`src/hdl/assert_macros.svh`:
```
// Shared assertion macros for the response framer.
`ifndef ASSERT_MACROS_SVH
`define ASSERT_MACROS_SVH

// Same-cycle implication, disabled while reset is high.
`define ASSERT_IMPL(label, clk, rst, ante, cons) \
   label: assert property (@(posedge clk) disable iff (rst) (ante) |-> (cons)) \
      else $error("assertion failed: label");

// Next-cycle implication, disabled while reset is high.
`define ASSERT_NEXT(label, clk, rst, ante, cons) \
   label: assert property (@(posedge clk) disable iff (rst) (ante) |=> (cons)) \
      else $error("assertion failed: label");

`endif

```
`src/hdl/mrf_pkg.sv`:
```
package mrf_pkg;

   localparam int FRAME_LEN = 7;
   localparam int CRC_SPAN  = 5;
   localparam int POS_W     = $clog2(FRAME_LEN);

   localparam logic [15:0] CRC_INIT   = 16'hFFFF;
   localparam logic [15:0] CRC_POLY   = 16'hA001;
   localparam logic [7:0]  BYTE_COUNT = 8'd2;

   localparam logic [POS_W-1:0] POS_ADDR   = POS_W'(0);
   localparam logic [POS_W-1:0] POS_FUNC   = POS_W'(1);
   localparam logic [POS_W-1:0] POS_COUNT  = POS_W'(2);
   localparam logic [POS_W-1:0] POS_HI     = POS_W'(3);
   localparam logic [POS_W-1:0] POS_LO     = POS_W'(4);
   localparam logic [POS_W-1:0] POS_CRC_LO = POS_W'(5);
   localparam logic [POS_W-1:0] POS_CRC_HI = POS_W'(6);

   typedef struct packed {
      logic [7:0]  slave_address;
      logic [7:0]  function_code;
      logic [15:0] register_value;
   } req_type;

   typedef struct packed {
      logic [7:0] frame_byte;
      logic       last_byte;
   } rsp_type;

   typedef struct packed {
      req_type     req;
      logic [15:0] crc;
   } beat_type;

   function automatic logic [15:0] crc_feed(input logic [15:0] crc_in,
                                            input logic [7:0]  data);
      logic [15:0] c;
      c = crc_in ^ {8'h00, data};
      for (int i = 0; i < 8; i++) begin
         if (c[0]) begin
            c = (c >> 1) ^ CRC_POLY;
         end else begin
            c = c >> 1;
         end
      end
      return c;
   endfunction

   function automatic logic [7:0] frame_pick(input beat_type b,
                                             input logic [POS_W-1:0] pos);
      logic [7:0] r;
      case (pos)
         POS_ADDR:   r = b.req.slave_address;
         POS_FUNC:   r = b.req.function_code;
         POS_COUNT:  r = BYTE_COUNT;
         POS_HI:     r = b.req.register_value[15:8];
         POS_LO:     r = b.req.register_value[7:0];
         POS_CRC_LO: r = b.crc[7:0];
         POS_CRC_HI: r = b.crc[15:8];
         default:    r = 8'h00;
      endcase
      return r;
   endfunction

endpackage

```
`src/hdl/mrf_crc_stage.sv`:
```
`include "assert_macros.svh"

module mrf_crc_stage (
   input  logic              clock,
   input  logic              reset,
   input  logic              in_valid,
   output logic              in_ready,
   input  mrf_pkg::beat_type in_beat,
   input  logic [7:0]        in_byte,
   output logic              out_valid,
   input  logic              out_ready,
   output mrf_pkg::beat_type out_beat
);

   logic              valid_ff;
   logic              valid_in;
   mrf_pkg::beat_type beat_ff;
   mrf_pkg::beat_type beat_in;

   assign in_ready = !valid_ff || out_ready;

   always_comb begin
      valid_in    = in_ready ? in_valid : valid_ff;
      beat_in.req = in_beat.req;
      beat_in.crc = mrf_pkg::crc_feed(in_beat.crc, in_byte);
   end

   always_ff @(posedge clock) begin
      if (reset) begin
         valid_ff <= 1'b0;
      end else begin
         valid_ff <= valid_in;
      end
   end

   always_ff @(posedge clock) begin
      if (in_ready && in_valid) begin
         beat_ff <= beat_in;
      end
   end

   assign out_valid = valid_ff;
   assign out_beat  = beat_ff;

   `ASSERT_NEXT(a_stall_holds, clock, reset, valid_ff && !out_ready,
                valid_ff && $stable(beat_ff))
   `ASSERT_NEXT(a_take_sets_valid, clock, reset, in_valid && in_ready, valid_ff)
   `ASSERT_IMPL(a_ready_when_empty, clock, reset, !valid_ff, in_ready)

endmodule

```
`src/hdl/mrf_serializer.sv`:
```
`include "assert_macros.svh"

module mrf_serializer (
   input  logic              clock,
   input  logic              reset,
   input  logic              in_valid,
   output logic              in_ready,
   input  mrf_pkg::beat_type in_beat,
   output logic              rsp_strobe,
   output mrf_pkg::rsp_type  rsp_item
);

   localparam logic [mrf_pkg::POS_W-1:0] LAST_POS = mrf_pkg::POS_CRC_HI;

   logic                        active_ff;
   logic                        active_in;
   logic [mrf_pkg::POS_W-1:0]   pos_ff;
   logic [mrf_pkg::POS_W-1:0]   pos_in;
   mrf_pkg::beat_type           beat_ff;
   logic                        load;

   assign in_ready = !active_ff || (pos_ff == LAST_POS);
   assign load     = in_ready && in_valid;

   always_comb begin
      active_in = active_ff;
      pos_in    = pos_ff;
      if (load) begin
         active_in = 1'b1;
         pos_in    = mrf_pkg::POS_ADDR;
      end else if (active_ff) begin
         if (pos_ff == LAST_POS) begin
            active_in = 1'b0;
         end else begin
            pos_in = pos_ff + 1'b1;
         end
      end
   end

   always_ff @(posedge clock) begin
      if (reset) begin
         active_ff <= 1'b0;
         pos_ff    <= mrf_pkg::POS_ADDR;
      end else begin
         active_ff <= active_in;
         pos_ff    <= pos_in;
      end
   end

   always_ff @(posedge clock) begin
      if (load) begin
         beat_ff <= in_beat;
      end
   end

   assign rsp_strobe          = active_ff;
   assign rsp_item.frame_byte = mrf_pkg::frame_pick(beat_ff, pos_ff);
   assign rsp_item.last_byte  = active_ff && (pos_ff == LAST_POS);

   `ASSERT_NEXT(a_frame_contiguous, clock, reset, active_ff && pos_ff != LAST_POS,
                active_ff && pos_ff == $past(pos_ff) + 1'b1)
   `ASSERT_NEXT(a_restart_at_head, clock, reset, active_ff && pos_ff == LAST_POS,
                !active_ff || pos_ff == mrf_pkg::POS_ADDR)
   `ASSERT_IMPL(a_idle_no_last, clock, reset, !active_ff, !rsp_item.last_byte)

endmodule

```
`src/hdl/modbus_rtu_response_framer.sv`:
```
// A taken request passes the five CRC stages, then the serializer sends its bytes.
// The serializer sends one byte a cycle, taking a new request at a frame's last byte.
// Requests queue in the five CRC stages (one byte per stage) while a frame goes out.
// Reset (synchronous, active high) empties every stage; no frame is in flight after it.
// The receiver cannot stall: rsp_strobe marks each byte for exactly one cycle.
module modbus_rtu_response_framer (
   input  logic             clock,
   input  logic             reset,
   input  logic             start,
   output logic             busy,
   input  mrf_pkg::req_type req_item,
   output logic             rsp_strobe,
   output mrf_pkg::rsp_type rsp_item
);

   localparam int NSTG = mrf_pkg::CRC_SPAN;

   logic              stg_valid [NSTG+1];
   logic              stg_ready [NSTG+1];
   mrf_pkg::beat_type stg_beat  [NSTG+1];

   assign stg_valid[0]    = start;
   assign stg_beat[0].req = req_item;
   assign stg_beat[0].crc = mrf_pkg::CRC_INIT;
   assign busy            = !stg_ready[0];

   for (genvar k = 0; k < NSTG; k++) begin : g_crc
      mrf_crc_stage u_stage (
         .clock     (clock),
         .reset     (reset),
         .in_valid  (stg_valid[k]),
         .in_ready  (stg_ready[k]),
         .in_beat   (stg_beat[k]),
         .in_byte   (mrf_pkg::frame_pick(stg_beat[k], mrf_pkg::POS_W'(k))),
         .out_valid (stg_valid[k+1]),
         .out_ready (stg_ready[k+1]),
         .out_beat  (stg_beat[k+1])
      );
   end

   mrf_serializer u_ser (
      .clock      (clock),
      .reset      (reset),
      .in_valid   (stg_valid[NSTG]),
      .in_ready   (stg_ready[NSTG]),
      .in_beat    (stg_beat[NSTG]),
      .rsp_strobe (rsp_strobe),
      .rsp_item   (rsp_item)
   );

endmodule
```
`config.mk`:
```
export PLATFORM = sky130hd
export DESIGN_NAME = modbus_rtu_response_framer
export DESIGN_NICKNAME = d
export VERILOG_FILES = /design/src/hdl/mrf_pkg.sv /design/src/hdl/mrf_crc_stage.sv /design/src/hdl/mrf_serializer.sv /design/src/hdl/modbus_rtu_response_framer.sv
export VERILOG_INCLUDE_DIRS = /design/src /design/src/hdl
export SDC_FILE = /design/constraint.sdc
export NUM_CORES = 1
export LEC_CHECK = 0
export BUFFER_PORTS_ARGS = -buffer_cell sky130_fd_sc_hd__buf_2
export CORE_ASPECT_RATIO = 1.75
export CORE_MARGIN = 3
export CORE_UTILIZATION = 45
export CTS_BUF_LIST = sky130_fd_sc_hd__clkbuf_16
export DETAILED_ROUTE_END_ITERATION = 12
export SLEW_MARGIN = 40
export SYNTH_ARGS = -nofsm -noshare
export SYNTH_HDL_FRONTEND = slang
export SYNTH_SLANG_ARGS = --single-unit
```
`constraint.sdc`:
```
create_clock -name clock -period 9.6 [get_ports clock]
set_clock_uncertainty 0.15 [all_clocks]
set_input_delay 0.96 -clock clock [delete_from_list [all_inputs] [get_ports clock]]
set_output_delay 0.96 -clock clock [all_outputs]
set_load 0.05 [all_outputs]
```
[Word-level counts from Yosys, hierarchy flattened]
Index checks and enable logic that the tools add are counted.
Word-level totals
  register bits after elaboration: 297
  input bits: 35
  output and inout bits: 11
  logic and storage cells: 156
Operators by class
  $add $sub $neg: 1
  equality and inequality tests: 6
  mux-type cells: 44
  bitwise operators: 46
  reductions and logical operators: 23
Operator list (number)
  $mux 16: 35
  $not 2->3: 40
  $mux 14: 5
  $pmux 8 s7: 1
  $xor 16x8->16: 3
  $not 8->16: 1
  $eq 3x3->1 const B: 3
  $logic_and 1x1->1: 7
  $logic_not 1->1: 7
  $eq 3x2->1 const B: 2
  $logic_or 1x1->1: 6
  $add 3x1->3 const B: 1
  $eq 3x1->1 const B: 1
  $logic_not 3->1: 1
  $mux 1: 3
  $not 1->1: 2
  $reduce_and 2->1: 1
  $reduce_or 2->1: 1

[Logic depth before layout (Yosys ltp)]
  depth after elaboration: 17
  depth in mapped cells: 7
  gate-level depth less buffers: 6

[Hierarchy]
Synthesis repeated with hierarchy kept, for this count alone.
Unflattened totals
  cells, all modules: 492
  area, all modules: 10511.3 sq um
Modules (own cells, without submodules)
  mrf_crc_stage: times used 5, cells an instance 74, area an instance 1696.6 sq um, seq. area each 1461.4 sq um
  mrf_serializer: times used 1, cells an instance 119, area an instance 2016.9 sq um, seq. area each 1521.5 sq um
  modbus_rtu_response_framer: times used 1, cells an instance 3, area an instance 11.3 sq um, seq. area each 0.0 sq um

[Worst setup path after synthesis]
No wires, ideal clock.
  path kind: register to register
  start: reg u_ser.active_ff, in the netlist u_ser.rsp_strobe
  end: reg g_crc[1].u_stage.beat_ff, in the netlist g_crc[1].u_stage.out_beat[0] (enable)
  setup time: 527 ps
  arrival time: 4470 ps
  data required time: 8923 ps
  path slack: 4453 ps
  stages on the path, launching flop included: 4
  path buffers: 0
  period minus slack after synthesis: 5147 ps
  cell sequence: dfxtp_1 a21boi_0 and4_1 a21boi_0
On the way
  cells in the longest elaborated chain, start to end: 7
RTL lines
  from (decl): RTL line mrf_serializer.sv:15  | logic active_ff;
  from (signal assigned): RTL line mrf_serializer.sv:45  | active_ff <= active_in;
  $logic_not 1->1: RTL line mrf_serializer.sv:22  | assign in_ready = !active_ff || (pos_ff == LAST_POS);
  $logic_or 1x1->1: RTL line mrf_serializer.sv:22
  $logic_or 1x1->1 (4 in a row): RTL line mrf_crc_stage.sv:20  | assign in_ready = !valid_ff || out_ready;
  $logic_and 1x1->1: RTL line mrf_crc_stage.sv:37  | if (in_ready && in_valid) begin
  to (signal assigned): RTL line mrf_crc_stage.sv:38  | beat_ff <= beat_in;
  to (decl): RTL line mrf_crc_stage.sv:17  | mrf_pkg::beat_type beat_ff;
Every way passes these cells.
A chain may end at the register's enable or synchronous reset.

[Worst setup path after layout]
  start: reg u_ser.pos_ff[0] in the netlist's numbering
  end: out busy
On the way
  cells in the longest elaborated chain, start to end: 8
RTL lines
  from (decl): RTL line mrf_serializer.sv:17  | logic [mrf_pkg::POS_W-1:0] pos_ff;
  from (signal assigned): RTL line mrf_serializer.sv:43  | pos_ff <= mrf_pkg::POS_ADDR;
  from (signal assigned): RTL line mrf_serializer.sv:46  | pos_ff <= pos_in;
  $eq 3x3->1: RTL line mrf_serializer.sv:22
  $logic_or 1x1->1: RTL line mrf_serializer.sv:22
  $logic_or 1x1->1 (5 in a row): RTL line mrf_crc_stage.sv:20
  $logic_not 1->1: RTL line modbus_rtu_response_framer.sv:25  | assign busy = !stg_ready[0];
  to (decl): RTL line modbus_rtu_response_framer.sv:10  | output logic busy,
Every way passes these cells.

==> results.toml <==
[run_status]
status = "complete, no violations"

[placement]
place_hpwl_mm = 9.909
post_dp_cell_area_um2 = 10870
gp_congestion = 0.9498
portBuffers = 45

[worst_setup_path]
crit_type = "reg -> out"
regToRegStartpoint = "u_ser.pos_ff[0]"
crit_path_start_kind = "register"
slowest_stage = "a21boi_2"
critPathTopFamily = "simple AND/OR/NAND/NOR gates"
cp.buffers_inverters = 2
crit_start = "u_ser.pos_ff[0]"
end_kind = "primary output"
cp.arrival_ns = 3.09
cp_max_fo = 12
crit_chain = "inv_1, ha_1, a21boi_2, and4_1, and3_1, buf_2"
critical_path.max_stage_delay_ns = 0.62
worstPathRequired_ns = 8.49

[routing]
drc_errors = 0
routed_wl_mm = 13.62
antenna_left = 0
drtIter0Drc = 144
vias = 3962
first_pass_iters = 4
wl_per_cell_um = 15.95
routed_via_density = 4.639

[min_path]
worstHoldStart = "g_crc[1].u_stage.out_beat[26]"
hold_path_class = "reg -> reg"

[sta]
finalSetupTns_ns = 0
max-slew-margin-rel_pct = 53.37
hold_viol = 0
fmax_mhz = 238.0
period_minus_slack_ns = 4.202
rsz0062_at_grt = "false"
fin_crit_sh_pct = 43.77
worstMarginPinSlew_ns = 0.6953
setup_viol = 0
drv_slew = 0

[logic_synthesis]
synthMuxAreaShare_pct = 0.5439
synth_nets = 509
synth_fa_ha_area_share_pct = 0.6181
synth.avg_cell_area_um2 = 21.58
synthCells = 469
synth_top_family_by_area = "XOR/XNOR gates"
synth-compound-area-share_pct = 2.794
yosysSeqAreaShare_pct = 85.45
yosys_warnings = 0
syn-cell-area_um2 = 10120
yosys.area_share.simple_pct = 1.051
ys_ff_latch = 291
synth.distinct_cells = 31
synth-xor-area-share_pct = 8.864

[pwr]
power_leakage_nw = 3.908
ir_drop_v = 0.0001274
finalPower_mw = 2.541
power.density_nw_per_um2 = 218.3

[clocking]
cts_hold_buf = 0
htree_levels = 1
cts_made_buffers = 24
clkTransAtPathRegs_ns = 0.07
cts_buffer_depth = 3
cts_resized = 0
cts_num_sinks = 291
cts_tree = "yes"
postCtsSetupRepairBufs = 0
clockRootBuffer = "clkbuf_16"
clk_latency_ns = 0.50

[global_route]
first_global_vias = 4229
antenna_found_initial = 0
grt_overflow = 0
grt_usage_pct = 11.31
grt_pass1_wl_mm = 21.33
grt_max_degree = 49

[die]
rows = 72
die-area_um2 = 24400
dieWidth_um = 119.4
die_y_um = 204.4
ios = 46
initial_core_util_pct = 45.86
core_um2 = 22070

[layout]
regArea_um2 = 8648
fin_nets = 580
layout_common_cells = "edfxtp_1 (282), xnor2_1 (48), buf_2 (45)"
fillCellCount = 1704
syn_to_final_growth_pct = 15.01
finalInstanceArea_um2 = 11640
drive_gt1_share_pct = 18.46
insertedDiodeCount = 0
multi_input_area_um2 = 1468
layout_commonest_cell = "edfxtp_1"

[flow_run]
drv_cap = 0
==> flip-flops by register name (all words and copies together) (netlist names) <==
register	flops
u_ser.rsp_strobe	1
u_ser.beat_ff	48
g_crc.u_stage.out_beat	234
u_ser.pos_ff	3
g_crc.u_stage.out_valid	5
==> area by class of cell <==
class	count	share of cell area [%]
sequential	291	74.30
tap	296	3.182
inverter	10	0.3225
multi-input combinational	160	12.61
clock buffer	25	5.375
clock inverter	19	1.225
timing repair buffer	53	2.988
==> where the power goes <==
part | internal (mW) | total, mW | switching, mW
Clock | 0.527 | 0.932 | 0.404
Sequential | 1.45 | 1.47 | 0.0177
Combinational | 0.0699 | 0.142 | 0.0721
==> cells in the mapped netlist <==
| cell type | number | area share [%] |
|---|---|---|
| a211o_1 | 1 | 0.087 |
| clkbuf_2 | 1 | 0.049 |
| nand3_1 | 1 | 0.049 |
| a31oi_1 | 2 | 0.12 |
| xor2_1 | 34 | 2.9 |
| buf_1 | 2 | 0.074 |
| xnor2_1 | 48 | 4.2 |
| xnor3_1 | 4 | 0.89 |
| clkbuf_1 | 5 | 0.19 |
| a22o_1 | 5 | 0.43 |
| a21boi_0 | 3 | 0.22 |
| and3_1 | 2 | 0.12 |
| a32o_1 | 2 | 0.20 |
| nor2_1 | 10 | 0.37 |
| nor3_1 | 1 | 0.049 |
| mux2i_1 | 1 | 0.099 |
| a222oi_1 | 6 | 0.59 |
| ha_1 | 5 | 0.62 |
| inv_1 | 9 | 0.33 |
| and4_1 | 1 | 0.087 |
| a221o_1 | 4 | 0.40 |
| o21ai_0 | 5 | 0.25 |
| mux2_2 | 4 | 0.45 |
| xnor2_2 | 4 | 0.64 |
| nor2b_1 | 5 | 0.31 |
| xnor3_2 | 1 | 0.23 |
| a21oi_1 | 10 | 0.49 |
| dfxtp_1 | 9 | 1.8 |
| edfxtp_1 | 282 | 84 |
| nand2b_1 | 1 | 0.062 |
| clkinv_1 | 1 | 0.037 |
==> kinds of logic (layout without fill, tap and decap cells) <==
kind of cell | after synthesis | after routing
flip-flops | 291 | 291
XOR/XNOR | 91 | 91
AND/OR/NAND/NOR | 21 | 21
adder cells (fa/ha/maj) | 5 | 5
buffers and inverters | 18 | 107
multiplexers | 5 | 5
AO/OA/AOI/OAI | 38 | 38
==> stage by stage <==
| step | utilization, % | hold WS, ns | instances | setup WS [ns] |
|---|---|---|---|---|
| floorplan | - | 0.2503 | 469 | 4.453 |
| global placement | 48.79 | 0.2533 | 805 | 5.739 |
| detailed placement | 49.26 | 0.2545 | 810 | 5.949 |
| CTS | 52.74 | 0.2622 | 854 | 5.403 |
| global route | 52.74 | 0.2630 | 854 | 5.278 |
| finish | 52.74 | 0.2629 | 854 | 5.398 |
==> per-layer routing <==
| layer | global-route usage, % | vias up | wire (µm) |
|---|---|---|---|
| li1 | - | 1939 | - |
| met1 | 9.961 | 1895 | 4345 |
| met2 | 22.42 | 80 | 7904 |
| met3 | 1.939 | 48 | 476 |
| met4 | 7.784 | 0 | 894 |
| met5 | 0 | - | 0 |
==> path summary, 6_finish.rpt <==
| check | cells after the start | slack [ns] | to |
|---|---|---|---|
| worst min register to register | 0 | 0.26 | g_crc[2].u_stage.out_beat[26] |
| worst min-delay path | 0 | 0.26 | g_crc[2].u_stage.out_beat[26] |
| worst max-delay path | 6 | 5.40 | busy |
| worst max register to register | 7 | 6.46 | g_crc[0].u_stage.out_beat[13] |
No activity file was read; power rests on OpenSTA's default activity.
